===== src/hw/rtl/g2igc_pkg.sv =====
// -----------------------------------------------------------------------------
// g2igc_pkg
// Shared types and constants for the GPS fix sentence to IGC B record block.
// -----------------------------------------------------------------------------
package g2igc_pkg;

  // Field sizes copied from the sentence (fields 1..5)
  localparam logic [3:0] TIME_DIGITS = 4'd6;
  localparam logic [3:0] LAT_DIGITS  = 4'd7;
  localparam logic [3:0] HEMI_DIGITS = 4'd1;
  localparam logic [3:0] LON_DIGITS  = 4'd8;

  // Sentence field numbers (1 = time)
  localparam logic [3:0] FLD_TIME    = 4'd1;
  localparam logic [3:0] FLD_LAT     = 4'd2;
  localparam logic [3:0] FLD_NS      = 4'd3;
  localparam logic [3:0] FLD_LON     = 4'd4;
  localparam logic [3:0] FLD_EW      = 4'd5;
  localparam logic [3:0] FLD_QUAL    = 4'd7;
  localparam logic [3:0] FLD_BARO    = 4'd8;
  localparam logic [3:0] FLD_ALT     = 4'd9;
  localparam logic [3:0] FLD_ALT_END = 4'd10;
  localparam logic [3:0] FLD_CRLF    = 4'd11;
  localparam logic [3:0] FLD_IDLE    = 4'd12;

  // digits_left value once the altitude dot has been seen
  localparam logic [3:0] DONE_MARK   = 4'd15;

  // Characters
  localparam logic [7:0] CH_COMMA = 8'h2C;
  localparam logic [7:0] CH_DOT   = 8'h2E;
  localparam logic [7:0] CH_A     = 8'h41;
  localparam logic [7:0] CH_B     = 8'h42;
  localparam logic [7:0] CH_CR    = 8'h0D;
  localparam logic [7:0] CH_LF    = 8'h0A;
  localparam logic [7:0] CH_ZERO  = 8'h30;

  // Command codes
  localparam logic CMD_START = 1'b0;

  // Division by ten: q = (v * 52429) >> 19, exact for 16-bit v
  localparam logic [31:0] RECIP10  = 32'd52429;
  localparam int          RECIP_SH = 19;

  // What an accepted item asks for
  typedef enum logic [2:0] {
    ACT_NONE,
    ACT_START,
    ACT_COPY,
    ACT_A,
    ACT_ALT,
    ACT_CRLF,
    ACT_ALT_WR,
    ACT_DOT
  } act_t;

  // Source of the output byte
  typedef enum logic [2:0] {
    OSEL_CHAR,
    OSEL_A,
    OSEL_B,
    OSEL_CR,
    OSEL_LF,
    OSEL_ALT
  } osel_t;

  // Controller states
  typedef enum logic [3:0] {
    ST_IDLE,
    ST_CONV,
    ST_SHIFT,
    ST_PUT_B,
    ST_PUT_A,
    ST_PUT_CHAR,
    ST_PUT_CR,
    ST_PUT_LF,
    ST_PUT_ALT
  } state_t;

  // Controller to datapath
  typedef struct packed {
    logic  accept;
    logic  conv_step;
    logic  shift_step;
    logic  rotate;
    logic  out_load;
    osel_t out_sel;
    logic  out_last;
  } dp_cmd_t;

  // Datapath to controller
  typedef struct packed {
    act_t       act;
    logic [3:0] digits_left;
    logic       out_free;
  } dp_status_t;

endpackage


===== src/hw/rtl/g2igc_ctrl.sv =====
// -----------------------------------------------------------------------------
// g2igc_ctrl
// Sequencer: takes one item at a time, runs the digit conversion, the
// altitude realignment and the output byte sequences.
// -----------------------------------------------------------------------------
module g2igc_ctrl #(
  parameter int ALT_DIGITS = 5
) (
  input  logic                   clk,
  input  logic                   rst_n,
  input  logic                   in_valid,
  output logic                   in_stall,
  input  g2igc_pkg::dp_status_t  status_i,
  output g2igc_pkg::dp_cmd_t     cmd_o
);
  import g2igc_pkg::*;

  localparam logic [3:0] NDIG = 4'(ALT_DIGITS);

  state_t     state_r, state_nxt;
  logic [3:0] cnt_r, cnt_nxt;
  logic       take;

  assign take = in_valid && (state_r == ST_IDLE);

  // State and step counter registers
  always_ff @(posedge clk) begin
    if (!rst_n) begin
      state_r <= ST_IDLE;
      cnt_r   <= 4'd0;
    end else begin
      state_r <= state_nxt;
      cnt_r   <= cnt_nxt;
    end
  end

  // Next state
  always_comb begin
    state_nxt = state_r;
    unique case (state_r)
      ST_IDLE: begin
        if (in_valid) begin
          unique case (status_i.act)
            ACT_START: state_nxt = ST_CONV;
            ACT_COPY:  state_nxt = ST_PUT_CHAR;
            ACT_A:     state_nxt = ST_PUT_A;
            ACT_ALT:   state_nxt = ST_PUT_ALT;
            ACT_CRLF:  state_nxt = ST_PUT_CR;
            ACT_DOT:   state_nxt = (status_i.digits_left == 4'd0) ? ST_IDLE : ST_SHIFT;
            default:   state_nxt = ST_IDLE;
          endcase
        end
      end
      ST_CONV:     if (cnt_r == 4'd1) state_nxt = ST_PUT_B;
      ST_SHIFT:    if (cnt_r == 4'd1) state_nxt = ST_IDLE;
      ST_PUT_B, ST_PUT_A, ST_PUT_CHAR, ST_PUT_LF: begin
        if (status_i.out_free) state_nxt = ST_IDLE;
      end
      ST_PUT_CR:   if (status_i.out_free) state_nxt = ST_PUT_LF;
      ST_PUT_ALT:  if (status_i.out_free && cnt_r == 4'd1) state_nxt = ST_IDLE;
      default:     state_nxt = ST_IDLE;
    endcase
  end

  // Step counter
  always_comb begin
    cnt_nxt = cnt_r;
    unique case (state_r)
      ST_IDLE: begin
        if (take) begin
          if (status_i.act == ACT_DOT) cnt_nxt = status_i.digits_left;
          else                         cnt_nxt = NDIG;
        end
      end
      ST_CONV, ST_SHIFT: cnt_nxt = cnt_r - 4'd1;
      ST_PUT_ALT:        if (status_i.out_free) cnt_nxt = cnt_r - 4'd1;
      default:           cnt_nxt = cnt_r;
    endcase
  end

  // Outputs
  always_comb begin
    in_stall         = (state_r != ST_IDLE);
    cmd_o            = '0;
    cmd_o.out_sel    = OSEL_CHAR;
    unique case (state_r)
      ST_IDLE:     cmd_o.accept     = in_valid;
      ST_CONV:     cmd_o.conv_step  = 1'b1;
      ST_SHIFT:    cmd_o.shift_step = 1'b1;
      ST_PUT_B: begin
        cmd_o.out_load = status_i.out_free;
        cmd_o.out_sel  = OSEL_B;
        cmd_o.out_last = 1'b1;
      end
      ST_PUT_A: begin
        cmd_o.out_load = status_i.out_free;
        cmd_o.out_sel  = OSEL_A;
        cmd_o.out_last = 1'b1;
      end
      ST_PUT_CHAR: begin
        cmd_o.out_load = status_i.out_free;
        cmd_o.out_sel  = OSEL_CHAR;
        cmd_o.out_last = 1'b1;
      end
      ST_PUT_CR: begin
        cmd_o.out_load = status_i.out_free;
        cmd_o.out_sel  = OSEL_CR;
      end
      ST_PUT_LF: begin
        cmd_o.out_load = status_i.out_free;
        cmd_o.out_sel  = OSEL_LF;
        cmd_o.out_last = 1'b1;
      end
      ST_PUT_ALT: begin
        cmd_o.out_load = status_i.out_free;
        cmd_o.rotate   = status_i.out_free;
        cmd_o.out_sel  = OSEL_ALT;
        cmd_o.out_last = (cnt_r == 4'd1);
      end
      default: cmd_o = '0;
    endcase
  end

endmodule


===== src/hw/rtl/g2igc_dpath.sv =====
// -----------------------------------------------------------------------------
// g2igc_dpath
// Field tracking, altitude digit register, divide-by-ten step and the
// output register.
// -----------------------------------------------------------------------------
module g2igc_dpath #(
  parameter int ALT_DIGITS = 5
) (
  input  logic                   clk,
  input  logic                   rst_n,
  input  logic                   in_cmd,
  input  logic [7:0]             in_sentence_byte,
  input  logic signed [16:0]     in_baro_alt_m,
  output logic [7:0]             out_char,
  output logic                   out_last,
  output logic                   out_valid,
  input  logic                   out_stall,
  input  g2igc_pkg::dp_cmd_t     cmd_i,
  output g2igc_pkg::dp_status_t  status_o
);
  import g2igc_pkg::*;

  localparam logic [3:0] NDIG = 4'(ALT_DIGITS);

  logic [3:0]  field_r, field_nxt;
  logic [3:0]  dl_r, dl_nxt;
  logic [7:0]  alt_r   [ALT_DIGITS];
  logic [7:0]  alt_nxt [ALT_DIGITS];
  logic [15:0] val_r, val_nxt;
  logic [7:0]  char_r;
  logic [7:0]  ochar_r, ochar_nxt;
  logic        olast_r, olast_nxt;
  logic        ovalid_r, ovalid_nxt;

  logic        is_comma;
  logic [3:0]  field_inc;
  act_t        act;
  logic [31:0] prod;
  logic [12:0] quot;
  logic [15:0] quot_x10;
  logic [15:0] rem;
  logic [7:0]  digit;

  // Item decode
  assign is_comma  = (in_sentence_byte == CH_COMMA);
  assign field_inc = (field_r < FLD_IDLE) ? field_r + 4'd1 : field_r;

  always_comb begin
    act = ACT_NONE;
    if (in_cmd == CMD_START) begin
      act = ACT_START;
    end else if (is_comma) begin
      case (field_inc)
        FLD_QUAL:                  act = ACT_A;
        FLD_BARO, FLD_ALT_END:     act = ACT_ALT;
        FLD_CRLF:                  act = ACT_CRLF;
        default:                   act = ACT_NONE;
      endcase
    end else if (field_r == FLD_ALT) begin
      if (dl_r <= NDIG) begin
        if (in_sentence_byte == CH_DOT) act = ACT_DOT;
        else if (dl_r != 4'd0)          act = ACT_ALT_WR;
      end
    end else if (field_r < FLD_BARO && in_sentence_byte != CH_DOT && dl_r != 4'd0) begin
      act = ACT_COPY;
    end
  end

  assign status_o.act         = act;
  assign status_o.digits_left = dl_r;
  assign status_o.out_free    = !ovalid_r || !out_stall;

  // Divide by ten, one digit per step
  assign prod     = {16'd0, val_r} * RECIP10;
  assign quot     = prod[31:RECIP_SH];
  assign quot_x10 = {quot, 3'b000} + {2'b00, quot, 1'b0};
  assign rem      = val_r - quot_x10;
  assign digit    = CH_ZERO + {4'd0, rem[3:0]};

  // Field number and characters left
  always_comb begin
    field_nxt = field_r;
    dl_nxt    = dl_r;
    if (cmd_i.accept) begin
      if (in_cmd == CMD_START) begin
        field_nxt = FLD_TIME;
        dl_nxt    = TIME_DIGITS;
      end else if (is_comma) begin
        field_nxt = field_inc;
        case (field_inc)
          FLD_LAT:               dl_nxt = LAT_DIGITS;
          FLD_NS, FLD_EW:        dl_nxt = HEMI_DIGITS;
          FLD_LON:               dl_nxt = LON_DIGITS;
          FLD_BARO, FLD_ALT_END: dl_nxt = 4'd0;
          FLD_ALT:               dl_nxt = NDIG;
          default:               dl_nxt = dl_r;
        endcase
      end else if (act == ACT_DOT) begin
        dl_nxt = DONE_MARK;
      end else if (act == ACT_ALT_WR || act == ACT_COPY) begin
        dl_nxt = dl_r - 4'd1;
      end
    end
  end

  // Altitude digit register: write, shift down, rotate up
  always_comb begin
    for (int k = 0; k < ALT_DIGITS; k++) alt_nxt[k] = alt_r[k];
    if (cmd_i.accept && act == ACT_ALT_WR) begin
      for (int k = 0; k < ALT_DIGITS; k++) begin
        if (4'(k) == dl_r - 4'd1) alt_nxt[k] = in_sentence_byte;
      end
    end else if (cmd_i.conv_step || cmd_i.shift_step) begin
      for (int k = 0; k < ALT_DIGITS - 1; k++) alt_nxt[k] = alt_r[k+1];
      alt_nxt[ALT_DIGITS-1] = cmd_i.conv_step ? digit : CH_ZERO;
    end else if (cmd_i.rotate) begin
      alt_nxt[0] = alt_r[ALT_DIGITS-1];
      for (int k = 1; k < ALT_DIGITS; k++) alt_nxt[k] = alt_r[k-1];
    end
  end

  // Value under conversion; negatives count as zero
  always_comb begin
    val_nxt = val_r;
    if (cmd_i.accept && in_cmd == CMD_START) begin
      val_nxt = in_baro_alt_m[16] ? 16'd0 : in_baro_alt_m[15:0];
    end else if (cmd_i.conv_step) begin
      val_nxt = {3'd0, quot};
    end
  end

  // Output register
  always_comb begin
    ochar_nxt  = ochar_r;
    olast_nxt  = olast_r;
    ovalid_nxt = ovalid_r && out_stall;
    if (cmd_i.out_load) begin
      ovalid_nxt = 1'b1;
      olast_nxt  = cmd_i.out_last;
      case (cmd_i.out_sel)
        OSEL_A:   ochar_nxt = CH_A;
        OSEL_B:   ochar_nxt = CH_B;
        OSEL_CR:  ochar_nxt = CH_CR;
        OSEL_LF:  ochar_nxt = CH_LF;
        OSEL_ALT: ochar_nxt = alt_r[ALT_DIGITS-1];
        default:  ochar_nxt = char_r;
      endcase
    end
  end

  // Control state
  always_ff @(posedge clk) begin
    if (!rst_n) begin
      field_r  <= FLD_IDLE;
      dl_r     <= 4'd0;
      ovalid_r <= 1'b0;
      for (int k = 0; k < ALT_DIGITS; k++) alt_r[k] <= CH_ZERO;
    end else begin
      field_r  <= field_nxt;
      dl_r     <= dl_nxt;
      ovalid_r <= ovalid_nxt;
      for (int k = 0; k < ALT_DIGITS; k++) alt_r[k] <= alt_nxt[k];
    end
  end

  // Payload
  always_ff @(posedge clk) begin
    val_r   <= val_nxt;
    ochar_r <= ochar_nxt;
    olast_r <= olast_nxt;
    if (cmd_i.accept) char_r <= in_sentence_byte;
  end

  assign out_char  = ochar_r;
  assign out_last  = olast_r;
  assign out_valid = ovalid_r;

endmodule


===== src/hw/rtl/gga_to_igc_b_record.sv =====
// Copy byte: accepted into a byte register, then loaded into the output register.
// Start: ALT_DIGITS divide-by-ten steps, then 'B'.
// Altitude emission: one byte per cycle from the digit register while not stalled.
// Altitude dot: realignment shifts one place a cycle, one per digit left unfilled.
// Output stall holds the byte sequences; one item is worked on at a time.
// Reset (rst_n low, synchronous): idle until a start, digits read as '0'.
// -----------------------------------------------------------------------------
// gga_to_igc_b_record
// Builds an IGC B record from the bytes of a GPS fix sentence.
// -----------------------------------------------------------------------------
module gga_to_igc_b_record #(
  parameter int ALT_DIGITS = 5
) (
  input  logic               clk,
  input  logic               rst_n,
  input  logic               in_valid,
  output logic               in_stall,
  input  logic               in_cmd,
  input  logic [7:0]         in_sentence_byte,
  input  logic signed [16:0] in_baro_alt_m,
  output logic               out_valid,
  input  logic               out_stall,
  output logic [7:0]         out_char,
  output logic               out_last
);
  import g2igc_pkg::*;

  dp_cmd_t    cmd;
  dp_status_t status;

  g2igc_ctrl #(
    .ALT_DIGITS (ALT_DIGITS)
  ) u_ctrl (
    .clk      (clk),
    .rst_n    (rst_n),
    .in_valid (in_valid),
    .in_stall (in_stall),
    .status_i (status),
    .cmd_o    (cmd)
  );

  g2igc_dpath #(
    .ALT_DIGITS (ALT_DIGITS)
  ) u_dpath (
    .clk              (clk),
    .rst_n            (rst_n),
    .in_cmd           (in_cmd),
    .in_sentence_byte (in_sentence_byte),
    .in_baro_alt_m    (in_baro_alt_m),
    .out_char         (out_char),
    .out_last         (out_last),
    .out_valid        (out_valid),
    .out_stall        (out_stall),
    .cmd_i            (cmd),
    .status_o         (status)
  );

endmodule


===== config.mk =====
export PLATFORM = sky130hd
export DESIGN_NAME = gga_to_igc_b_record
export DESIGN_NICKNAME = d
export VERILOG_FILES = /design/src/hw/rtl/g2igc_pkg.sv /design/src/hw/rtl/g2igc_ctrl.sv /design/src/hw/rtl/g2igc_dpath.sv /design/src/hw/rtl/gga_to_igc_b_record.sv
export SDC_FILE = /design/constraint.sdc
export NUM_CORES = 1
export LEC_CHECK = 0
export BUFFER_PORTS_ARGS = -buffer_cell sky130_fd_sc_hd__buf_4
export CORE_MARGIN = 2
export CORE_UTILIZATION = 43
export CTS_BUF_LIST = sky130_fd_sc_hd__clkbuf_8 sky130_fd_sc_hd__clkbuf_16
export CTS_CLUSTER_DIAMETER = 80
export DETAILED_ROUTE_END_ITERATION = 10
export GPL_ROUTABILITY_DRIVEN = 0
export PLACE_DENSITY = 0.63
export SLEW_MARGIN = 20
export SYNTH_ARGS = -nofsm -noshare
export SYNTH_HDL_FRONTEND = slang
export SYNTH_SLANG_ARGS = --single-unit

===== constraint.sdc =====
create_clock -name clk -period 7.3 [get_ports clk]
set_input_delay 0 -clock clk [delete_from_list [all_inputs] [get_ports clk]]
set_output_delay 0 -clock clk [all_outputs]
set_load 0.01 [all_outputs]

; After elaboration in Yosys (flattened, before gate mapping)
; Memory sizes are Yosys's and may differ from the RTL's.
; Index checks and enable logic that the tools add are counted.
; Widths: inputs -> output; s select.
[classes]
addsub = 6
n_mul = 1
magnitude_cmp = 3
eq_ne = 49
n_mux = 56
bitwise = 6
reduce_logical = 27
[op_table]
columns = operator, n
row1 = $mux 40, 3
row2 = $mux 8, 11
row3 = $pmux 4 s6, 3
row4 = $mux 4, 16
row5 = $mux 16, 3
row6 = $pmux 8 s5, 1
row7 = $mul 16x16->32 const B, 1
row8 = $eq 4x3->1 const B, 7
row9 = $eq 4x4->1 const B, 6
row10 = $pmux 4 s5, 1
row11 = $eq 3x3->1 const B, 6
row12 = $mux 3, 6
row13 = $eq 4x2->1 const B, 4
row14 = $eq 8x6->1 const B, 2
row15 = $ne 2x1->1 const B, 8
row16 = $eq 3x2->1 const B, 4
row17 = $logic_not 4->1, 3
row18 = $pmux 4 s3, 1
row19 = $pmux 3 s3, 1
row20 = $eq 2x4->1 const A, 2
row21 = $eq 4x1->1 const B, 2
row22 = $lt 4x4->1 const B, 2
row23 = $ne 8x6->1 const B, 1
row24 = $reduce_bool 4->1, 2
row25 = 27 further kinds, 52
[totals]
regBits = 50
mem_bits_rw = 40
inputBits = 30
out_inout_bits = 11
wordCells = 158
memories = 1
[mem_list]
columns = name, words, word_bits, rd, rd_clocked_by_memory_dff, write_ports, line
row1 = u_dpath.alt_r, 5, 8, 5, 0, 5, g2igc_dpath.sv:27  ; logic [7:0] alt_r [ALT_DIGITS];

; Longest topological paths before layout
; Gate-level depths: netlist (run 1).
[logic_depth]
ltp_word = 13
depth_mapped = 26
mapped_depth_nobuf = 26

; Cells and area by module
; A second synthesis (run 1) with hierarchy kept.
[hier_totals]
cells_unflattened = 1091
area_unflattened_um2 = 9720.6
[by_module_without_submodules]
columns = module, n_inst, cells_per_inst, area_each_um2, seq_area_each_um2
row1 = g2igc_dpath, 1, 987, 8942.3, 1971.9
row2 = g2igc_ctrl, 1, 104, 778.2, 160.2

; Least setup slack after synthesis (run 1)
; No wires, ideal clock.
[synth_timing]
path_kind = reg2reg
from = register u_dpath.val_r[6]
to = register u_dpath.val_r[11], data pin
setup_ns = 0.264
arrival_time_ns = 5.719
required_time_ns = 7.036
setup_slack_ns = 1.317
path_stages_with_launch = 20
path_buffers = 0
synth_period_minus_slack_ns = 5.983
path_cell_list = edfxtp_1 ha_1 inv_1 fa_1 inv_1 fa_1 fa_1 fa_1 inv_1 fa_1 inv_1 ha_1 a21o_1 a21o_1 a221o_1 o41ai_1 a21oi_1 a21o_1 a211oi_1 o21ai_0
[synth_between]
elab_chain_cells = 3
[synth_lines]
columns = item, line
row1 = "start, declared", g2igc_dpath.sv:29  ; logic [15:0] val_r, val_nxt;
row2 = "start signal, assigned", g2igc_dpath.sv:168  ; val_r <= val_nxt;
row3 = $mul 16x16->32, g2igc_dpath.sv:74  ; assign prod = {16'd0, val_r} * RECIP10;
row4 = $mux 16, g2igc_dpath.sv:127  ; end else if (cmd_i.conv_step) begin
row5 = $mux 16, g2igc_dpath.sv:125  ; if (cmd_i.accept && in_cmd == CMD_START) begin
row6 = net u_dpath.val_nxt[11], g2igc_dpath.sv:29
; The timed path passes the listed nets, and every way through them passes these cells. The select of a mux whose other input is x is not followed.
; A chain may end at the register's enable or synchronous reset.

; Final worst setup path (run 1)
[layout_timing]
from = register u_dpath.val_r[0]
to = register u_dpath.val_r[11], data pin
; Same word-level chain as after synthesis.

==> run metrics, run 1 <==
maxcap violations=0; worst path arrival time=about 6800 ps; crit share post-route=~90%; met3 global-route usage=2.06%; CTS buffer count=9; number of antenna violations at the first check in global routing=0; post-synth top area cell=ha_1; Fin Clk Skew=9.54 ps; Worst Setup End Kind=register; Antenna Cells=0; area of placed instances=around 10000 µm²; YS warnings=0; initial DRC count=between 300 and 400; Via density=about 5.4; Reg clk slew, reported paths=~80 ps; fmax=approximately 150 MHz; M2 GR Usage=around a third; DIE HEIGHT=between 150 and 200 µm; via count=7583; hold slack=between 2 and 3 ps; Cell variety after synth=~80; Synth area leaders=ha_1 18%, fa_1 17%, dfxtp_1 12%; Rel. slew slack=between 30% and 40%; Worst Max-Slew Pin Slew=approximately 930 ps; status=complete, no violations; drt wl/cell=~17 µm; htree depth=3; most frequent cells in the layout=188 x inv_1, 143 x ha_1, 119 x nand2_1; Post-route DRC=0; final net count=approximately 1400; first-pass GRT wire length=between 30 and 40 mm; Setup Viol. Count Final=0; reg2reg setup slack=620 ps; Sink Count=90; 1st-pass router iterations=5; Synth Area per Inst=slightly below 9 µm²; Congestion Overflow GR=0; Synth Register Bits=90; root buffer cell=clkbuf_16; core area=22000 µm²; I/O pin cnt=a little over 40; CP Class=register to register; cells on worst reg2reg path=21; cells after synthesis=1086; Hold Path Origin=in_cmd; TNS Setup=0 ps; grt met1 use=around 29%; clock latency on the worst-skew pair=roughly 350 ps; main flop type after synthesis=dfxtp_1; Mapped Area=9680 µm²; fin crit period=roughly 6700 ps; largest net degree at the start of global routing=46; DP HPWL=between 15 and 20 mm; GRT busiest layer=met2; commonest non-fill, non-tap cell in the layout=inv_1; Endpoint, Worst Hold=u_dpath.dl_r[1]; post-synthesis sequential area ratio=22.0%; Synth-to-Final Area Change=9.65%; die area=roughly 24000 µm²; RSZ-0062 raised after global routing=no; Required @ worst endpoint=~7400 ps; vias in the first global route=7566; Hold Vio Cnt, Final=0; Post-Route WL=between 20 and 25 mm; share of flip-flops with an asynchronous set or reset=0%; share of layout cells above drive strength 1=about 8%; Die X=between 150 and 200 µm; hold path cells=2; Synth Net Count=~1300; clk buf depth=2; PortBufs=40; Total Routing Usage GR=20.8%; Crit Path Max Fanout=6; CP Launch Type=register; Crit Reg-Reg Startpoint=u_dpath.val_r[0]; Post-synth EDFFs=33; Initial Util=~44%; R2R Path End=u_dpath.val_r[11]; max-slew violations=0; Finished Cell Area=10600 µm²; CTS tree=done; Rows=between 50 and 60; Synth top area share=18.5%; Hold Path Class=input pin to register; final antenna-violating net count=0
-- critical path, stage by stage (launching register included) --
cell and delay [ps]:
edfxtp_1 480, inv_1 100, ha_1 320, inv_1 80, ha_1 290, inv_1 50
fa_1 530, inv_1 70, fa_1 500, fa_1 550, inv_1 60, fa_1 520
inv_1 40, ha_1 300, a211o_1 310, a2111oi_2 460, a2111oi_0 270, o41ai_1 640
a21oi_1 270, a21o_1 260, a211oi_1 210, o21ai_0 110
-- how the worst max path moves through the flow --
stage / from / end / slack, ps / cells past startpoint
6_report: u_dpath.val_r[0] / u_dpath.val_r[11] / 620 / 21
3_3_place_gp: u_dpath.val_r[0] / u_dpath.val_r[11] / 720 / 21
2_1_floorplan: u_dpath.val_r[6] / u_dpath.val_r[11] / 1320 / 19
4_1_cts: u_dpath.val_r[0] / u_dpath.val_r[11] / 620 / 21
3_5_place_dp: u_dpath.val_r[0] / u_dpath.val_r[11] / 640 / 21
5_1_grt: u_dpath.val_r[0] / u_dpath.val_r[11] / 290 / 21
-- cell families after synthesis --
kind of cell / after synthesis / share of synthesized area [%]
AOI/OAI and AO/OA: 221 / 15.5
muxes: 4 / 0.414
buffers and inverters: 237 / 10.2
adders and majority gates: 223 / 35.0
DFF: 90 / 22.0
xor gates and xnor gates: 28 / 2.68
and+or+nand+nor: 283 / 14.2
-- sequential cells by signal, indices dropped and copies added, names as in the netlist, 4 cells and up --
register,count
u_dpath.alt_r,40
u_dpath.val_r,16
u_dpath.char_r,8
u_dpath.out_char,8
u_ctrl.cnt_r,4
u_ctrl.state_r,4
u_dpath.dl_r,4
u_dpath.field_r,4
-- layer usage --
metal / vias up / routed length (µm)
met5: - / 0
met3: 26 / 657
met2: 149 / 11200
li1: 3733 / -
met1: 3675 / 11200
met4: 0 / 408
-- per-stage QoR --
| stage | utilization, % | worst slack [ps] | std cells |
|---|---|---|---|
| 3_5_place_dp | 46.1 | 640 | 1368 |
| 3_3_place_gp | 46.1 | 724 | 1368 |
| 6_report | 48.3 | 624 | 1401 |
| 5_1_grt | 48.3 | 295 | 1401 |
| 2_1_floorplan | - | 1320 | 1086 |
| 4_1_cts | 48.3 | 621 | 1401 |
-- cells in the mapped netlist, types with 13 or more instances --
library cell and number:
inv_1 188, nor2b_1 15, ha_1 143, dfxtp_1 57
a311oi_1 36, xor2_1 13, nand2_1 119, xnor2_1 14
nor2_1 66, nor3_1 17, clkbuf_1 30, o21ai_0 43
fa_1 80, edfxtp_1 33, a21oi_1 64
-- area by class of cell --
class                           count  area, µm²
Clock buffer                       10        250
Clock inverter                      6       65.1
Fill cell                        2093      11300
Inverter                          191        717
Multi-Input combinational cell    759       6570
Sequential cell                    90       2130
Tap cell                          280        350
Timing Repair Buffer               65        531
-- what timing repair did --
| item | in CTS | in global routing |
|---|---|---|
| hold buffers | 17 | 0 |
| hold endpoints to repair | 26 | 0 |
| buffers inserted | 0 | 0 |
| gates resized for setup | 0 | 0 |
Power of run 1 is not shown: default switching activity piles up to over one toggle a cycle in this logic, so the estimate is an artifact.
==> inputs of run 2 (changes only) <==
--- a/config.mk
+++ b/config.mk
@@ -5,6 +5,7 @@
 export SDC_FILE = /design/constraint.sdc
 export NUM_CORES = 1
 export LEC_CHECK = 0
+export ABC_AREA = 1
 export BUFFER_PORTS_ARGS = -buffer_cell sky130_fd_sc_hd__buf_4
 export CORE_MARGIN = 2
 export CORE_UTILIZATION = 43
==> run 2 against run 1 <==
Against the previous run:
- synthesized area rose by 2.6%
- first-iteration DRC count rose by 55%
- critical path depth rose by 7
- register-to-register slack improved by 590 ps
- via count rose by 12%
- setup slack improved by 590 ps
- maximum frequency rose by 9.7%
- non-clock buffer count fell by 2
- final cell count rose by 17%
- global-route usage rose by 1.8 points
- worst hold slack improved by 51 ps
- sequential cell count did not move
- critical path type unchanged
==> run metrics, run 2 <==
hold path cells=3 (was 2); Cell variety after synth=48 (was 78); RSZ-0062 raised after global routing=no (unchanged); final cell count without fillers=1637 (was 1401); pre-CTS setup slack=1270 ps (was 640 ps); TNS Setup=0 ps (unchanged); CP Launch Type=register (unchanged); htree depth=3 (unchanged); Crit path top cell by count=inv_1 (unchanged); most frequent cells in the layout=270 x inv_1, 233 x nand2_1, 143 x ha_1 (was 188 x inv_1, 143 x ha_1, 119 x nand2_1); Total Routing Usage GR=22.6% (was 20.8%); fmax=164 MHz (was 150 MHz); post-synthesis sequential area ratio=21.5% (was 22.0%); Rows=55 (was 54); Worst Setup End Kind=register (unchanged); Antenna Cells=0 (unchanged); slowest stage delay, CP=580 ps (was 640 ps); CP Class=register to register (unchanged); fin crit period=6090 ps (was 6680 ps); PortBufs=40 (unchanged); post_cts resized=0 (unchanged); flip-flop count of the largest register after layout=40 (unchanged); Synth-to-Final Area Change=11.1% (was 9.65%); final antenna-violating net count=0 (unchanged); Fin Clk Skew=8.56 ps (was 9.54 ps); biggest regs=u_dpath.alt_r x40, u_dpath.val_r x16 (unchanged); Crit Reg-Reg Startpoint=u_dpath.val_r[8] (was u_dpath.val_r[0]); crit path buf inv count=7 (was 6); Hold Path Class=input pin to register (unchanged); status=complete, no violations (unchanged); Rel. slew slack=37.3% (was 37.8%); crit share post-route=83.4% (was 91.5%); Post-synth EDFFs=33 (unchanged); clk buf depth=2 (unchanged); share of layout cells above drive strength 1=7.32% (was 7.94%); final worst-path setup slack=1210 ps (was 624 ps); Hold Path Origin=in_baro_alt_m[7] (was in_cmd); CTS tree=done (unchanged); Congestion Overflow GR=0 (unchanged); dpl cells=1600 (was 1368); number of antenna violations at the first check in global routing=0 (unchanged); post-synth top area cell=ha_1 (unchanged); Reg with most FFs=u_dpath.alt_r (unchanged); Required @ worst endpoint=7590 ps (was 7400 ps); cells after synthesis=1293 (was 1086); CTS buffer count=9 (unchanged); Synth Net Count=1546 (was 1339); reg2reg setup slack=1210 ps (was 620 ps); Reg clk slew, reported paths=80 ps (about the same); Crit path max-delay family=adder cells (unchanged); largest net degree at the start of global routing=54 (was 46); YS warnings=0 (unchanged); commonest non-fill, non-tap cell in the layout=inv_1 (unchanged); Die X=156 µm (was 154 µm); Initial Util=43.9% (was 44.1%); Crit Path Max Fanout=6 (unchanged); final net count=1600 (was 1369); Sink Count=90 (unchanged); Endpoint, Worst Hold=u_dpath.val_r[7] (was u_dpath.dl_r[1]); core area=22600 µm² (was 22000 µm²); die area=24300 µm² (was 23700 µm²); cells on worst reg2reg path=28 (was 21); Synth Area per Inst=7.68 µm² (was 8.92 µm²); R2R Path End=u_dpath.alt_r[0][35] (was u_dpath.val_r[11]); DIE HEIGHT=156 µm (was 154 µm); root buffer cell=clkbuf_16 (unchanged); Worst path slowest cell=fa_1 (was o41ai_1); top-count cell post-synth=inv_1 (unchanged); commonest cells in the netlist=270 x inv_1, 233 x nand2_1, 143 x ha_1, 124 x nor2_1, 98 x o21ai_0 (was 188 x inv_1, 143 x ha_1, 119 x nand2_1, 80 x fa_1, 66 x nor2_1); hold slack=54.0 ps (was 2.96 ps); maxcap violations=0 (unchanged); Worst Max-Slew Pin Slew=937 ps (was 931 ps); Via density=5.17 (was 5.41); 1st-pass router iterations=5 (unchanged); Setup Buffers After CTS=0 (unchanged); Post-Route WL=25.9 mm (was 23.4 mm); clock latency on the worst-skew pair=360 ps (was 350 ps); first-pass GRT wire length=43.3 mm (was 39.4 mm); share of flip-flops with an asynchronous set or reset=0% (unchanged); Post-route DRC=0 (unchanged); main flop type after synthesis=dfxtp_1 (unchanged); Setup Viol. Count Final=0 (unchanged); Mapped Area=9930 µm² (was 9680 µm²); max-slew violations=0 (unchanged); I/O pin cnt=41 (unchanged); Synth top area share=18.0% (was 18.5%); Synth area leaders=ha_1 18%, fa_1 16%, dfxtp_1 11% (was ha_1 18%, fa_1 17%, dfxtp_1 12%); initial DRC count=547 (was 353); Hold Vio Cnt, Final=0 (unchanged); DP HPWL=20.9 mm (was 18.4 mm); vias in the first global route=8412 (was 7566); drt wl/cell=15.8 µm (was 16.7 µm); worst path arrival time=6380 ps (was 6780 ps); Synth Register Bits=90 (unchanged); via count=8467 (was 7583)
## run 2: layout make-up
class	count	area (µm²)
clock inverters	7	81.3
inverters	277	1040
fillers	2209	11600
clock buffers	9	225
flip-flops and latches	90	2130
repair buffers	63	526
multi-input cells	906	6670
well taps	285	357
## run 2: layer usage
metal  share of wire (%)  track usage (%)
met1                  48             31.0
met2                  46             38.1
met3                 3.6             2.33
met4                 2.2             6.55
met5                   0                0
## run 2: worst register-to-register path, delay by kind of cell (launching register included)
family                   cells  cell delay, ps
buffers and inverters        7             410
adder cells (fa/ha/maj)      8            3680
AND/OR/NAND/NOR              9             730
AO/OA/AOI/OAI                2             340
flip-flops                   1             480
XOR/XNOR                     2             410
## run 2: how the worst max path moves through the flow
stage | start | endpoint | slack (ps) | cells after the start
floorplan | u_dpath.val_r[4] | u_dpath.alt_r[0][35] | 1710 | 28
global placement | u_dpath.val_r[8] | u_dpath.alt_r[0][35] | 1360 | 28
detailed placement | u_dpath.val_r[8] | u_dpath.alt_r[0][35] | 1270 | 28
CTS | u_dpath.val_r[8] | u_dpath.alt_r[0][35] | 1240 | 28
global route | u_dpath.val_r[8] | u_dpath.alt_r[0][35] | 730 | 29
finish | u_dpath.val_r[8] | u_dpath.alt_r[0][35] | 1210 | 28
## run 2: through the flow
step / instance area [µm²] / util (%)
after floorplan: 9930 / -
after global placement: 10500 / 46.4
after detailed placement: 10500 / 46.4
after CTS: 11000 / 48.7
after global routing: 11000 / 48.7
final: 11000 / 48.7
## run 2: repair_timing
| action | in CTS | in global routing |
|---|---|---|
| hold buffers | 21 | 0 |
| hold endpoints to repair | 21 | 0 |
| endpoints found under the setup margin | 0 | 0 |
## run 2: kinds of logic after synthesis
family,after synthesis,share of synthesized area [%]
buf+inv,297,11.5
compound gates,214,11.9
fa+ha+maj,223,34.1
flops,90,21.5
simple gates,450,19.2
xor+xnor,19,1.86
Power of run 2 is left out for the same reason.
